<file path="config.mk">
export PLATFORM = sky130hd
export DESIGN_NAME = prpp_front
export DESIGN_NICKNAME = d
export VERILOG_FILES = /design/src/rtl/core/prpp_pkg.sv /design/src/rtl/core/prpp_front.sv
export SDC_FILE = /design/constraint.sdc
export NUM_CORES = 1
export LEC_CHECK = 0
export CAP_MARGIN = 20
export CORE_ASPECT_RATIO = 1.25
export CORE_MARGIN = 3
export CORE_UTILIZATION = 45
export DETAILED_ROUTE_END_ITERATION = 10
export DONT_BUFFER_PORTS = 1
export PLACE_DENSITY = 0.67
export SYNTH_ARGS = -nofsm -noshare
export SYNTH_HDL_FRONTEND = slang
export SYNTH_SLANG_ARGS = --single-unit
</file>
<file path="constraint.sdc">
create_clock -name clk -period 6.1 [get_ports clk]
set_clock_uncertainty 0.2 [all_clocks]
set_input_delay 0.305 -clock clk [delete_from_list [all_inputs] [get_ports clk]]
set_output_delay 0.305 -clock clk [all_outputs]
set_load 0.05 [all_outputs]
</file>
<file path="src/rtl/core/prpp_pkg.sv">
package prpp_pkg;

  // Field and datapath widths
  localparam int unsigned POS_W  = 32;
  localparam int unsigned ANG_W  = 16;
  localparam int unsigned SPD_W  = 16;
  localparam int unsigned CRD_W  = 36;
  localparam int unsigned Z_W    = 20;
  localparam int unsigned TRIG_W = 18;
  localparam int unsigned DIVR_W = 40;
  localparam int unsigned DIVD_W = 32;

  // Angles in units of 2^-16 rad; the yaw limits are in units of 2^-13 rad
  localparam logic signed [Z_W-1:0] PI_Q16      = 20'sd205887;
  localparam logic signed [Z_W-1:0] HALF_PI_Q16 = 20'sd102944;
  localparam logic signed [Z_W-1:0] YAW_LIM_POS = 20'sd25736;
  localparam logic signed [Z_W-1:0] YAW_LIM_NEG = -20'sd25736;

  localparam logic signed [CRD_W-1:0] VEC_ONE     = 36'sd268435456;
  localparam logic signed [CRD_W-1:0] CORDIC_GAIN = 36'sd9949;

  localparam logic [31:0]      SPACING_MIN = 32'd3277;
  localparam logic [31:0]      SPACING_DEF = 32'd6554;
  localparam logic [31:0]      SPACING_SAT = 32'hFFFF_FFFF;
  localparam logic [SPD_W-1:0] SPEED_MIN   = 16'd128;

  // Configuration registers
  localparam int unsigned      CFG_IDX_W   = 2;
  localparam int unsigned      CFG_DATA_W  = 16;
  localparam logic [1:0]       REG_HORIZON = 2'd0;
  localparam logic [1:0]       REG_TARGET  = 2'd1;
  localparam logic [15:0]      HORIZON_RST = 16'd384;
  localparam logic [15:0]      TARGET_RST  = 16'd640;

  typedef struct packed {
    logic                    req_type;
    logic                    first_point;
    logic signed [POS_W-1:0] point_x;
    logic signed [POS_W-1:0] point_y;
    logic signed [15:0]      point_qz;
    logic signed [15:0]      point_qw;
    logic signed [POS_W-1:0] veh_x;
    logic signed [POS_W-1:0] veh_y;
    logic signed [ANG_W-1:0] veh_yaw;
    logic [SPD_W-1:0]        veh_speed;
  } req_t;

  typedef struct packed {
    logic signed [POS_W-1:0] ref_x;
    logic signed [POS_W-1:0] ref_y;
    logic signed [ANG_W-1:0] ref_yaw;
    logic [SPD_W-1:0]        ref_speed;
    logic [3:0]              ref_slot;
    logic                    last_ref;
    logic                    path_empty;
    logic                    path_overflow;
  } res_t;

  typedef enum logic [1:0] {
    KIND_LOAD,
    KIND_RESTART,
    KIND_QUERY
  } kind_t;

  typedef struct packed {
    kind_t kind;
    req_t  item;
  } job_t;

  typedef struct packed {
    logic [15:0] horizon_time;
    logic [15:0] target_speed;
  } cfg_t;

  typedef struct packed {
    logic signed [POS_W-1:0] x;
    logic signed [POS_W-1:0] y;
    logic signed [ANG_W-1:0] yaw;
  } entry_t;

  typedef struct packed {
    logic              start;
    logic [DIVD_W-1:0] dividend;
    logic [DIVR_W-1:0] divisor;
  } div_req_t;

  typedef struct packed {
    logic              busy;
    logic [DIVD_W-1:0] quotient;
    logic [DIVR_W-1:0] remainder;
  } div_rsp_t;

  typedef enum logic [4:0] {
    ST_IDLE,
    ST_LOAD_MUL,
    ST_LOAD_INIT,
    ST_CORDIC,
    ST_LOAD_WRITE,
    ST_SPC_DIFF,
    ST_SPC_MUL,
    ST_SPC_SUM,
    ST_SPC_SQRT,
    ST_SPC_DONE,
    ST_ROT_INIT,
    ST_ROT_DONE,
    ST_SCAN,
    ST_STRIDE_MUL,
    ST_STRIDE_GO,
    ST_STRIDE_DIV,
    ST_MOD_GO,
    ST_MOD_DIV,
    ST_EMIT_RD,
    ST_EMIT_OUT,
    ST_EMPTY_OUT
  } state_t;

  typedef enum logic {
    MODE_VECTOR,
    MODE_ROTATE
  } cmode_t;

  // Arctangent of 2^-i, units of 2^-16 rad, rounded to nearest
  function automatic logic signed [Z_W-1:0] atan_at(input logic [3:0] i);
    logic signed [Z_W-1:0] a;
    unique case (i)
      4'd0:    a = 20'sd51472;
      4'd1:    a = 20'sd30385;
      4'd2:    a = 20'sd16055;
      4'd3:    a = 20'sd8150;
      4'd4:    a = 20'sd4091;
      4'd5:    a = 20'sd2047;
      4'd6:    a = 20'sd1024;
      4'd7:    a = 20'sd512;
      4'd8:    a = 20'sd256;
      4'd9:    a = 20'sd128;
      4'd10:   a = 20'sd64;
      4'd11:   a = 20'sd32;
      4'd12:   a = 20'sd16;
      4'd13:   a = 20'sd8;
      4'd14:   a = 20'sd4;
      default: a = 20'sd2;
    endcase
    return a;
  endfunction

endpackage

</file>
<file path="src/rtl/core/prpp_front.sv">
module prpp_front (
  input  logic                clk,
  input  logic                rst,
  input  logic                push,
  output logic                full,
  input  prpp_pkg::req_t      req,
  output logic                head_valid,
  output prpp_pkg::job_t      head,
  input  logic                take
);

  prpp_pkg::job_t slots [2];
  logic           wr_ptr;
  logic           rd_ptr;
  logic [1:0]     used;
  logic           wr;
  logic           rd;
  prpp_pkg::job_t incoming;

  // Classify the incoming item
  always_comb begin
    incoming.item = req;
    if (req.req_type) begin
      incoming.kind = prpp_pkg::KIND_QUERY;
    end else if (req.first_point) begin
      incoming.kind = prpp_pkg::KIND_RESTART;
    end else begin
      incoming.kind = prpp_pkg::KIND_LOAD;
    end
  end

  assign full       = (used == 2'd2);
  assign head_valid = (used != 2'd0);
  assign head       = slots[rd_ptr];
  assign wr         = push && !full;
  assign rd         = take && head_valid;

  // Hold classified items until the back end takes them
  always_ff @(posedge clk) begin
    if (wr) begin
      slots[wr_ptr] <= incoming;
    end
  end

  always_ff @(posedge clk) begin
    if (rst) begin
      wr_ptr <= 1'b0;
      rd_ptr <= 1'b0;
      used   <= 2'd0;
    end else begin
      if (wr) begin
        wr_ptr <= !wr_ptr;
      end
      if (rd) begin
        rd_ptr <= !rd_ptr;
      end
      used <= used + 2'(wr) - 2'(rd);
    end
  end

endmodule

</file>
==> flow_summary.ini <==
[outcome]
outcome = finished, final reports clean

[worst_setup_path]
cp.required_ps = 5590
worst_path_max_delay_cell = dfxtp_4
cp-start-kind = register
r2r-end = slots[0][87]
max_stage_delay_ps = 970
cp.arrival_ps = 2760
r2r_slack_ps = 2920
crit_path_cell_trace = buf_4, mux2_4
worstSetupPathType = register to output pin
path_delay_family = flip-flops
crit_path_max_fanout = 59
end_kind = output pin
path_buf_inv = 1
timing.rr.start = used[0]
r2r_cells = 5
endpoint = head[89]
worst-path-stages = 2

[logic_synthesis]
synth_top_family_by_area = multiplexers
synth_fa_ha_area_frac = 0.00168
ys_seq_area_frac = 0.791
netlist_instances = 636
synth.area.mux_share = 0.185
yosysUniqueCellTypes = 23
ys_seq_elements = 395
synth-xor-area-share = 0.00117
syn-num-nets = 836
avgSynthCellArea_sq_um = 23.5
yosysWarnings = 0
synth-simple-area-share = 0.00427
synth_compound_area_frac = 0.00117
synthesis.area_sq_um = 14900

[sta]
maxSlewHeadroom = 0.280
finalHoldViolCount = 0
fin_ws_ps = 2840
finalCritPeriodShare = 0.535
fmax_mhz = 306
worst_hold_slack_ps = 59.3
rsz0062_at_grt = false
setup_viol = 0
setup_tns_ps = 0
finalCriticalPeriod_ps = 3260
slew_violations = 0
tightest_slew_ps = 1080

[clock_tree]
htree_levels = 2
cts_buffers = 38
cts_max_path_buffers = 3
clock_latency_ps = 520
ctsResizeCount = 0
cts.sinks = 395
cts_tree = done
path_clk_slew_ps = 60
root_buffer = clkbuf_16

[routing]
dr.pass1.iters = 4
wl_met2_mm = 16.6
drt-vias-per-instance = 5.14
dr.first_iter.drc_count = 481
wl_per_cell_microns = 23.0
via_count = 6686
met1Wirelength_mm = 9.98
wl_mm = 29.9
antenna_left = 0
highest_layer = met4
wl_met3_mm = 2.04
drc = 0

[power_and_ir_drop]
peakVddDrop_mv = 0.549
total_power_uw = 9230
leakagePower_uw = 0.00647
powerDensity_nw_per_um2 = 498

[floorplanning]
die_w_microns = 169
start_util = 0.463
die_h_microns = 210
std_cell_rows = 73
core-area_sq_um = 32200
die_area_sq_um = 35400
ioPinCount = 396

[grt]
grt_max_degree = 153
grt_pass1_wl_mm = 43.8
grt_pass1_vias = 7336
antenna_found_initial = 4
grt-ovfl-total = 0
grt_use_total = 0.162

[cells_and_area]
final_nets = 1056
synthToLayoutAreaGrowth_pct = 24.0
fillers = 2256
finish.utilization = 0.575
drive_above_1_share = 0.296

[hold_path]
hp-class = primary input to register

[place]
dpl_worst_slack_ps = 2930
hpwlAfterDp_mm = 19.2
portBuffers = 0
routabilityCongestion = 0.749

[job]
drv_cap = 0
## cell type report
class,instances,area [sq um],area share
multi-input cells,214,2890,0.156
clock buffers,44,995,0.0537
inverters,4,22.5,0.00122
clock inverters,25,241,0.0130
repair buffers,203,2040,0.110
diodes,4,10.0,0.000540
well taps,412,515,0.0278
flip-flops and latches,395,11800,0.638
## metal layers
layer / up-vias / GRT usage
met3: 72 / 0.0445
met1: 3354 / 0.165
met5: - / 0
met2: 286 / 0.302
met4: 0 / 0.0773
li1: 2974 / -
## state kept, by name (all words and copies together) (netlist names), named ones only
name,cells
rd_ptr,1
slots,390
used,2
wr_ptr,1
## where the power goes
group | switching [uW] | internal, uW | leakage (uW)
sequential | 174 | 3460 | 0.00368
combinational | 2390 | 899 | 0.00218
clock | 958 | 1350 | 0.000605
## how the worst min path moves through the flow
| stage | start | end | slack, ps | cells after the start |
|---|---|---|---|---|
| after floorplan | rst | wr_ptr | 170 | 1 |
| after global placement | rst | register | 170 | 1 |
| after detailed placement | rst | register | 170 | 1 |
| after CTS | push | used[1] | 20 | 5 |
| after global routing | push | used[1] | 70 | 5 |
| final | push | used[1] | 60 | 5 |
## cell usage in the layout, fill, tap and decap left out, types with 4 or more instances in the layout
master / instances
diode_2: 4
clkinv_2: 8
clkbuf_16: 39
dfxtp_1: 4
clkbuf_1: 5
dlygate4sd3_1: 198
clkinv_1: 6
bufinv_16: 4
edfxtp_1: 390
mux2_2: 45
mux2_4: 150
## synth_stat cells, drive strengths merged
library cell | n | share of area
nor2 | 3 | 0.00075
nor3 | 1 | 0.00033
nand2 | 1 | 0.00025
nor2b | 2 | 0.00084
a21oi | 1 | 0.00033
buf | 23 | 0.015
o21a | 1 | 0.00050
xor2 | 1 | 0.00059
or3 | 1 | 0.00042
nand2b | 1 | 0.00042
edfxtp | 390 | 0.78
o21ai | 1 | 0.00033
mux2 | 195 | 0.18
and3 | 1 | 0.00042
dfxtp | 5 | 0.0067
xnor2 | 1 | 0.00059
inv | 4 | 0.0010
or2 | 1 | 0.00042
and2 | 1 | 0.00042
ha | 2 | 0.0017
## timing repair
item	4_1_cts	5_1_grt
hold endpoints to repair	395	0
buffers inserted	0	0
hold buffers	198	0
## tightest hold or removal path, cell delays in order
cell	delay [ps]
nand2_1	50
ha_1	160
xor2_1	80
nor2_1	90
nor3_1	60
## stage by stage
| step | area (sq um) | cells |
|---|---|---|
| 3_3_place_gp | 15300 | 1030 |
| 6_report | 18500 | 1301 |
| 2_1_floorplan | 14900 | 636 |
| 3_5_place_dp | 15300 | 1030 |
| 5_1_grt | 18500 | 1301 |
| 4_1_cts | 18500 | 1297 |
## kinds of logic (layout without fill, tap and decap cells)
| family | count (synthesis) | count (layout) |
|---|---|---|
| buffers and inverters | 27 | 276 |
| AND/OR/NAND/NOR | 12 | 12 |
| XOR/XNOR | 2 | 2 |
| multiplexers | 195 | 195 |
| adder cells (fa/ha/maj) | 2 | 2 |
| flip-flops | 395 | 395 |
| AO/OA/AOI/OAI | 3 | 3 |
| other | 0 | 4 |
(Power assumes the default switching activity.)
